$ cat src/rtl/core/masked_byte_pattern_scanner_unit_defines.svh
// Assertion macros for the pattern scanner.
// Each macro samples on clk_i and is disabled while rst_ni is low.
`ifndef MASKED_BYTE_PATTERN_SCANNER_UNIT_DEFINES_SVH
`define MASKED_BYTE_PATTERN_SCANNER_UNIT_DEFINES_SVH

`ifndef ASSERT_OFF

`define MBPS_ASSERT(name, prop, msg) \
  name: assert property (@(posedge clk_i) disable iff (!rst_ni) (prop)) else $error(msg);

`define MBPS_ASSERT_NEVER(name, cond, msg) \
  name: assert property (@(posedge clk_i) disable iff (!rst_ni) !(cond)) else $error(msg);

`else

`define MBPS_ASSERT(name, prop, msg)

`define MBPS_ASSERT_NEVER(name, cond, msg)

`endif

`endif

$ cat src/rtl/core/mbps_pkg.sv
`timescale 1ns / 1ps

package mbps_pkg;

  localparam int unsigned MaxPatternBytes = 16;
  localparam int unsigned WindowDepth     = 16;
  localparam int unsigned LenCap          =
      (MaxPatternBytes < WindowDepth) ? MaxPatternBytes : WindowDepth;

  localparam int unsigned AddrWidth     = 48;
  localparam int unsigned ByteWidth     = 8;
  localparam int unsigned CfgDataWidth  = 64;
  localparam int unsigned CfgIndexWidth = 4;
  localparam int unsigned MaskWidth     = 16;
  localparam int unsigned LenWidth      = 5;
  localparam int unsigned CountWidth    = $clog2(WindowDepth + 1);
  localparam int unsigned WinIdxWidth   = $clog2(WindowDepth);

  localparam logic [MaskWidth-1:0] CareMaskReset = '1;
  localparam logic [LenWidth-1:0]  LenReset      = LenWidth'(1);

  typedef enum logic [CfgIndexWidth-1:0] {
    CfgPatternLow  = 4'd0,
    CfgPatternHigh = 4'd1,
    CfgCareMask    = 4'd2,
    CfgPatternLen  = 4'd3
  } cfg_index_e;

  typedef logic [ByteWidth-1:0] byte_t;
  typedef byte_t [WindowDepth-1:0] window_t;

  // Pattern byte i, byte 0 in the low bits of the low word.
  function automatic byte_t pattern_byte(input logic [CfgDataWidth-1:0] low_word,
                                         input logic [CfgDataWidth-1:0] high_word,
                                         input int unsigned idx);
    logic [2*CfgDataWidth-1:0] both;
    both = {high_word, low_word};
    return both[ByteWidth*idx +: ByteWidth];
  endfunction

endpackage

$ cat src/rtl/core/mbps_byte_if.sv
`timescale 1ns / 1ps

interface mbps_byte_if import mbps_pkg::*; ();
  logic                 valid;
  logic                 ready;
  logic [ByteWidth-1:0] byte_value;
  logic [AddrWidth-1:0] byte_addr;
  logic                 chunk_first;

  modport source (output valid, output byte_value, output byte_addr, output chunk_first,
                  input ready);
  modport sink   (input valid, input byte_value, input byte_addr, input chunk_first,
                  output ready);
endinterface

$ cat src/rtl/core/mbps_match_if.sv
`timescale 1ns / 1ps

interface mbps_match_if import mbps_pkg::*; ();
  logic                 valid;
  logic                 ready;
  logic [AddrWidth-1:0] match_addr;

  modport source (output valid, output match_addr, input ready);
  modport sink   (input valid, input match_addr, output ready);
endinterface

$ cat src/rtl/core/mbps_cfg_if.sv
`timescale 1ns / 1ps

interface mbps_cfg_if import mbps_pkg::*; ();
  logic                     valid;
  logic                     ready;
  logic [CfgIndexWidth-1:0] index;
  logic [CfgDataWidth-1:0]  data;

  modport source (output valid, output index, output data, input ready);
  modport sink   (input valid, input index, input data, output ready);
endinterface

$ cat src/rtl/core/masked_byte_pattern_scanner_unit.sv
// An input transfer reaches its match transfer through the input register, then the result
// register; the window compare sits combinationally between them.
// Throughput: one byte per cycle, sustained while the match side takes results.
// Reset (rst_ni low, asynchronous): window and count clear, pattern bytes to zero,
// care mask to all ones, pattern length to one; no result is pending.
`timescale 1ns / 1ps

`include "masked_byte_pattern_scanner_unit_defines.svh"

module masked_byte_pattern_scanner_unit import mbps_pkg::*; (
  input  logic         clk_i,
  input  logic         rst_ni,
  mbps_byte_if.sink    byte_i,
  mbps_cfg_if.sink     cfg_i,
  mbps_match_if.source match_o
);

  // Configuration registers
  logic [CfgDataWidth-1:0] pat_low_q, pat_high_q;
  logic [MaskWidth-1:0]    care_mask_q;
  logic [LenWidth-1:0]     pat_len_q;

  // Input stage
  logic                 s1_valid_q;
  logic [ByteWidth-1:0] s1_byte_q;
  logic [AddrWidth-1:0] s1_addr_q;
  logic                 s1_first_q;

  // Scan state
  window_t               win_q, win_d;
  logic [CountWidth-1:0] count_q, count_d;

  // Result stage
  logic                 out_valid_q;
  logic [AddrWidth-1:0] out_addr_q;

  logic                  s1_adv;
  logic                  in_xfer;
  logic [LenWidth-1:0]   len_eff;
  logic                  hit;
  logic                  found;
  logic [CountWidth-1:0] count_inc;
  logic [AddrWidth-1:0]  start_addr;

  assign cfg_i.ready = 1'b1;

  always_ff @(posedge clk_i or negedge rst_ni) begin
    if (!rst_ni) begin
      pat_low_q   <= '0;
      pat_high_q  <= '0;
      care_mask_q <= CareMaskReset;
      pat_len_q   <= LenReset;
    end else if (cfg_i.valid) begin
      unique case (cfg_i.index)
        CfgPatternLow:  pat_low_q   <= cfg_i.data;
        CfgPatternHigh: pat_high_q  <= cfg_i.data;
        CfgCareMask:    care_mask_q <= cfg_i.data[MaskWidth-1:0];
        CfgPatternLen:  pat_len_q   <= cfg_i.data[LenWidth-1:0];
        default: ;
      endcase
    end
  end

  // Advance the input stage when the result register is free or drains now.
  assign s1_adv       = s1_valid_q && (!out_valid_q || match_o.ready);
  assign byte_i.ready = !s1_valid_q || s1_adv;
  assign in_xfer      = byte_i.valid && byte_i.ready;

  always_ff @(posedge clk_i or negedge rst_ni) begin
    if (!rst_ni) begin
      s1_valid_q <= 1'b0;
    end else if (byte_i.ready) begin
      s1_valid_q <= byte_i.valid;
    end
  end

  always_ff @(posedge clk_i) begin
    if (in_xfer) begin
      s1_byte_q  <= byte_i.byte_value;
      s1_addr_q  <= byte_i.byte_addr;
      s1_first_q <= byte_i.chunk_first;
    end
  end

  always_comb begin
    priority if (pat_len_q == '0) begin
      len_eff = LenWidth'(1);
    end else if (pat_len_q > LenWidth'(LenCap)) begin
      len_eff = LenWidth'(LenCap);
    end else begin
      len_eff = pat_len_q;
    end
  end

  // Shift the new byte in; a chunk start drops the old window first.
  always_comb begin
    win_d[0] = s1_byte_q;
    for (int k = 1; k < WindowDepth; k++) begin
      win_d[k] = s1_first_q ? '0 : win_q[k-1];
    end
  end

  always_comb begin
    logic [CountWidth-1:0] base;
    base      = s1_first_q ? '0 : count_q;
    count_inc = (base < CountWidth'(WindowDepth)) ? base + CountWidth'(1) : base;
  end

  // Pattern byte i lines up with the byte received len-1-i steps ago.
  always_comb begin
    logic [LenWidth-1:0] pos;
    hit = 1'b1;
    pos = '0;
    for (int i = 0; i < WindowDepth; i++) begin
      pos = LenWidth'(len_eff - LenWidth'(i) - LenWidth'(1));
      if ((LenWidth'(i) < len_eff) && care_mask_q[i] &&
          (win_d[pos[WinIdxWidth-1:0]] != pattern_byte(pat_low_q, pat_high_q, i))) begin
        hit = 1'b0;
      end
    end
  end

  assign found      = hit && (count_inc >= CountWidth'(len_eff));
  assign count_d    = found ? '0 : count_inc;
  assign start_addr = s1_addr_q - AddrWidth'(len_eff - LenWidth'(1));

  always_ff @(posedge clk_i or negedge rst_ni) begin
    if (!rst_ni) begin
      win_q       <= '0;
      count_q     <= '0;
      out_valid_q <= 1'b0;
    end else if (s1_adv) begin
      win_q       <= win_d;
      count_q     <= count_d;
      out_valid_q <= found;
    end else if (match_o.ready) begin
      out_valid_q <= 1'b0;
    end
  end

  always_ff @(posedge clk_i) begin
    if (s1_adv && found) begin
      out_addr_q <= start_addr;
    end
  end

  assign match_o.valid      = out_valid_q;
  assign match_o.match_addr = out_addr_q;

  `MBPS_ASSERT_NEVER(a_count_bound, count_q > CountWidth'(WindowDepth), "count above window depth")
  `MBPS_ASSERT(a_hit_restarts, (s1_adv && found) |=> (count_q == '0), "count not restarted after match")
  `MBPS_ASSERT(a_result_source, $rose(out_valid_q) |-> $past(s1_valid_q), "result without an item")
  `MBPS_ASSERT(a_empty_ready, !s1_valid_q |-> byte_i.ready, "empty input stage not ready")

endmodule

$ cat src/flat_wrapper.sv
// flat-port wrapper written by rule: the top's interface ports become plain ports
module masked_byte_pattern_scanner_unit_flat import mbps_pkg::*;
  (clk_i, rst_ni, byte_i_valid, byte_i_byte_value, byte_i_byte_addr, byte_i_chunk_first, byte_i_ready, cfg_i_valid, cfg_i_index, cfg_i_data, cfg_i_ready, match_o_valid, match_o_match_addr, match_o_ready);
  mbps_byte_if byte_i_i ();
  mbps_cfg_if cfg_i_i ();
  mbps_match_if match_o_i ();
  input  logic clk_i;
  input  logic rst_ni;
  input wire logic [$bits(byte_i_i.valid)-1:0] byte_i_valid;
  input wire logic [$bits(byte_i_i.byte_value)-1:0] byte_i_byte_value;
  input wire logic [$bits(byte_i_i.byte_addr)-1:0] byte_i_byte_addr;
  input wire logic [$bits(byte_i_i.chunk_first)-1:0] byte_i_chunk_first;
  output wire logic [$bits(byte_i_i.ready)-1:0] byte_i_ready;
  input wire logic [$bits(cfg_i_i.valid)-1:0] cfg_i_valid;
  input wire logic [$bits(cfg_i_i.index)-1:0] cfg_i_index;
  input wire logic [$bits(cfg_i_i.data)-1:0] cfg_i_data;
  output wire logic [$bits(cfg_i_i.ready)-1:0] cfg_i_ready;
  output wire logic [$bits(match_o_i.valid)-1:0] match_o_valid;
  output wire logic [$bits(match_o_i.match_addr)-1:0] match_o_match_addr;
  input wire logic [$bits(match_o_i.ready)-1:0] match_o_ready;
  assign byte_i_i.valid = byte_i_valid;
  assign byte_i_i.byte_value = byte_i_byte_value;
  assign byte_i_i.byte_addr = byte_i_byte_addr;
  assign byte_i_i.chunk_first = byte_i_chunk_first;
  assign byte_i_ready = byte_i_i.ready;
  assign cfg_i_i.valid = cfg_i_valid;
  assign cfg_i_i.index = cfg_i_index;
  assign cfg_i_i.data = cfg_i_data;
  assign cfg_i_ready = cfg_i_i.ready;
  assign match_o_valid = match_o_i.valid;
  assign match_o_match_addr = match_o_i.match_addr;
  assign match_o_i.ready = match_o_ready;
  masked_byte_pattern_scanner_unit u_core (.clk_i(clk_i), .rst_ni(rst_ni), .byte_i(byte_i_i), .cfg_i(cfg_i_i), .match_o(match_o_i));
endmodule
$ cat config.mk
export PLATFORM = sky130hd
export DESIGN_NAME = masked_byte_pattern_scanner_unit_flat
export DESIGN_NICKNAME = d
export VERILOG_FILES = /design/src/rtl/core/mbps_pkg.sv /design/src/rtl/core/mbps_byte_if.sv /design/src/rtl/core/mbps_match_if.sv /design/src/rtl/core/mbps_cfg_if.sv /design/src/rtl/core/masked_byte_pattern_scanner_unit.sv /design/src/flat_wrapper.sv
export VERILOG_INCLUDE_DIRS = /design/src /design/src/rtl/core
export SDC_FILE = /design/constraint.sdc
export NUM_CORES = 1
export LEC_CHECK = 0
export ABC_CLOCK_PERIOD_IN_PS = 8960
export BUFFER_PORTS_ARGS = -buffer_cell sky130_fd_sc_hd__buf_4
export CAP_MARGIN = 25
export CORE_MARGIN = 8
export CORE_UTILIZATION = 40
export DETAILED_ROUTE_END_ITERATION = 10
export PLACE_DENSITY = 0.63
export SLEW_MARGIN = 10
export SYNTH_ARGS = -nofsm -noshare
export SYNTH_HDL_FRONTEND = slang
export SYNTH_SLANG_ARGS = --single-unit
$ cat constraint.sdc
create_clock -name clk_i -period 8.96 [get_ports clk_i]
set_clock_uncertainty 0.2 [all_clocks]
set_input_delay 0.448 -clock clk_i [delete_from_list [all_inputs] [get_ports clk_i]]
set_output_delay 0.448 -clock clk_i [all_outputs]
set_load 0.005 [all_outputs]
==> summary by stage <==
Setup path
The worst register-to-register path ends at u_core.match_o.match_addr[40]. For the worst setup path, the data arrival time is 7.57 ns. The category of the most critical setup path is reg -> reg. The launch point of the worst reg-to-reg path is u_core.pat_len_q[4]. The peak fanout along the critical path is 47. The logic depth of the worst register-to-register path is 19.

The worst path required time is 9.18 ns. The worst setup path is launched from a register. Setup slack on the worst reg-to-reg path comes out at 1.61 ns. STA classifies the critical path endpoint as a register.

GRT
Global routing used 24.6% of the available tracks across all layers. The via count of the first global-routing pass was 22100. The maximum number of pins on one net before global-route repair is 121. The number of antenna violations at the first check in global routing is 1. The global route total overflow is 0. The first global-routing pass estimated 141000 µm of wire.

Floorplanning
The height of the chip is 271 µm. The die width is 271 µm. The total I/O pin count is 181. The initial utilization of the core area, before any placement, comes to 40.4%. The core region area is 64500 µm². The number of standard-cell rows in the floorplan is 93. The die area is 73600 µm².

Layout
The post-route netlist has 21.8% of its cells at a drive strength greater than 1. The area growth from synthesis to layout is 19.3%. The repair_antennas step left the layout with diodes totalling 0.

Leaving out fill and tap cells, the most frequent cell in the layout is nand2_1. The final-stage net count is 2990. The count of cells in the finished layout, fillers not included, comes to 3692. In the layout the commonest cells are nand2_1, dfrtp_1, buf_4. The finished layout cell area is 31100 µm².

Synth
Of all flip-flops after synthesis, the portion carrying an async set or reset was 72.4%. Synthesis produced a netlist with a net count of 2748. After synthesis, the netlist uses 84 different library cells. The synthesis warning total is 0.

The sequential area share after synthesis is 38.7%. After synthesis the netlist holds a flip-flop and latch count of 381. In the synthesized netlist the dominant register cell turns out to be dfrtp_1. The summed instance area of the synthesized netlist is 26100 µm². The mean area per synthesized cell is 10.2 µm². The number of synthesized flops with an enable pin is 105.

The number of instances in the synthesized netlist is 2556.

Detailed routing
The via count normalized by instance count is 6.07. The DRC violation count after routing is 0. In the final routing, the length of wire on met1 measures 37500 µm. The highest metal layer used by the detailed router is met5. The detailed-route wire length is 93700 µm. In this run the remaining antenna-violating nets after routing total 0. The detailed router placed 22400 vias in this run. The detailed router finished its first iteration with 2729 violations. The routed design uses 8430 µm of met3 wire. The first detailed-routing pass ran for 8 iterations. The met2 wire length is 43000 µm.

In the final routed layout, each cell accounts on average for 25.4 µm.

Timing
The final count of hold timing violations was 0. Derived from the worst setup path, the maximum achievable clock frequency is 136 MHz. The final critical-path share of the clock period is 82.0%. The minimum period implied by the final worst setup slack is 7.35 ns. The count of pins over their slew limit is 0. The relative slew slack is 22.1%. Setup repair after global routing left no endpoint under its margin. In the final timing run, aggregate negative setup slack is 0 ns. The transition at the pin with the smallest max-transition slack is 1.17 ns.

The number of setup violations in the final report is 0.

Placement
The number of placed instances, taps included is 3473. The placer's final routability congestion estimate is 1.01. The final HPWL from detailed placement is 68900 µm. The placed instances occupy a cell area of 28200 µm². The number of port buffers is 179.

CTS
The CTS sink count is 381. TritonCTS built the clock tree. In this run the number of H-tree levels came out at 2. The cell chosen for the clock root is clkbuf_16. The clock latency on the worst-skew pair is 0.62 ns. The number of clock buffers added by TritonCTS is 47. The worst-case clock buffer depth is 3. The total setup buffers inserted after CTS is 0. Clock-pin slew was measured on the worst setup and hold paths at 0.06 ns. The post-cts resize count is 0.

Worst hold path
The path class of the tightest hold or removal check is in -> async.

Power and ir drop
The power per standard cell area is 236 nW/µm². The analysis attributes to cell leakage a power of 12.5 nW. The worst-case IR drop observed on VDD is 0.188 mV.

Outcome
The flow ran to the end, and the final reports show no timing, DRC or antenna violations.

Flow run
The max-cap check violation count is 0.
cell families after synthesis:
logic type / synth area share, %
and+or+nand+nor: 12.3
AOI/OAI and AO/OA: 13.9
muxes: 22.1
DFF: 38.7
buffers and inverters: 3.44
xor gates and xnor gates: 6.55
adders and majority gates: 3.00
other: 0.0144
synth_stat cells, types with 6 or more instances:
| library cell | instances | area (µm²) |
|---|---|---|
| and3_1 | 13 | 81.3 |
| nand2b_1 | 51 | 319 |
| a21boi_0 | 7 | 52.6 |
| a21oi_1 | 104 | 521 |
| buf_6 | 8 | 90.1 |
| o221ai_1 | 8 | 70.1 |
| o2111ai_1 | 7 | 61.3 |
| xnor2_1 | 96 | 841 |
| buf_2 | 30 | 150 |
| a221oi_1 | 15 | 131 |
| nor3_1 | 34 | 170 |
| a222oi_1 | 12 | 120 |
| o31ai_1 | 7 | 52.6 |
| o21ai_0 | 182 | 911 |
| clkbuf_1 | 105 | 394 |
| ha_1 | 61 | 763 |
| a22oi_1 | 48 | 360 |
| dfstp_2 | 17 | 447 |
| xor2_1 | 97 | 850 |
| and2_1 | 15 | 93.8 |
| nor2b_1 | 51 | 319 |
| nor3b_1 | 6 | 45.0 |
| o21ai_1 | 25 | 125 |
| dfrtp_1 | 259 | 6480 |
| mux4_2 | 77 | 1730 |
| nor4_1 | 25 | 156 |
| buf_1 | 14 | 52.6 |
| nand3_1 | 31 | 155 |
| mux2_2 | 187 | 2110 |
| a211oi_1 | 14 | 105 |
| mux2i_1 | 192 | 1920 |
| nor2_1 | 94 | 353 |
| nand2_1 | 328 | 1230 |
| a21o_1 | 25 | 188 |
| a221o_1 | 6 | 60.1 |
| inv_1 | 33 | 124 |
| nand4_1 | 17 | 106 |
| edfxtp_1 | 105 | 3150 |
| a31oi_1 | 23 | 144 |
| o211ai_1 | 9 | 67.6 |
| a22o_1 | 9 | 78.8 |
| o22ai_1 | 20 | 125 |
flip-flops by register name, indices dropped and copies added, names as in the netlist:
name                       flops
u_core.pat_len_q               5
u_core.pat_high_q             64
u_core.match_o.valid           1
u_core.match_o.match_addr     48
u_core.care_mask_q            16
u_core.s1_byte_q               8
u_core.s1_valid_q              1
u_core.win_q                 120
u_core.pat_low_q              64
u_core.s1_first_q              1
u_core.count_q                 5
u_core.s1_addr_q              48
critical path: stages (launching register included):
cell and delay [ns]:
dfrtp_1 0.71, nand2b_4 0.41, buf_4 0.72, ha_1 0.52, nor3b_1 0.27, a221o_1 0.54, inv_2 0.27, ha_1 0.45
nand2_1 0.07, nor2_1 0.09, o21ai_0 0.10, a31oi_1 0.34, a311oi_1 0.23, o21ai_1 0.39, a21oi_1 0.19, o21ai_1 0.25
nor4_1 0.09, nor4_1 0.79, nor2b_1 0.17, o311ai_1 0.32
worst max path at each step:
stage	from	end	slack, ns	cells after the start
2_1_floorplan	u_core.pat_len_q[4]	u_core.match_o.match_addr[0]	0.84	23
3_3_place_gp	u_core.pat_len_q[0]	u_core.match_o.match_addr[22]	1.94	13
3_5_place_dp	u_core.pat_len_q[4]	u_core.match_o.match_addr[40]	1.74	19
4_1_cts	u_core.pat_len_q[4]	u_core.match_o.match_addr[40]	1.69	19
5_1_grt	u_core.pat_len_q[4]	u_core.match_o.match_addr[40]	1.11	19
6_report	u_core.pat_len_q[4]	u_core.match_o.match_addr[40]	1.61	19
through the flow:
| stage | hold slack, ns | total power [mW] | worst slack [ns] | util (%) |
|---|---|---|---|---|
| floorplan | -0.0476 | 4.45 | 0.837 | - |
| global placement | 0.250 | 5.28 | 1.94 | 43.7 |
| detailed placement | 0.259 | 5.33 | 1.74 | 43.7 |
| CTS | 0.186 | 7.32 | 1.69 | 48.1 |
| global route | 0.227 | 7.70 | 1.11 | 48.3 |
| finish | 0.170 | 7.36 | 1.61 | 48.3 |
layout make-up:
class	instances	area, µm²
Clock buffer	67	1320
Clock inverter	21	243
Fill cell	5903	33400
Inverter	40	153
Multi-Input combinational cell	1972	15200
Sequential cell	381	10100
Tap cell	855	1070
Timing Repair Buffer	356	3060
report_power, final:
group          switching [mW]  internal [mW]  leakage [nW]
clock                   0.812           1.10         0.762
combinational            1.87           1.29          7.25
sequential              0.227           2.06          4.53
total                    2.91           4.44          12.5
repair_timing:
item,CTS,global route
endpoints found under the hold margin,283,0
setup endpoints to repair,0,0
hold buffers,124,0
per-layer routing:
metal	vias to the layer above	global-route usage, %
met5	-	0
met4	2	11.6
met3	242	5.08
met2	1122	39.1
met1	11100	31.9
li1	9941	-
Note: power is estimated with default switching activity, not from simulation.
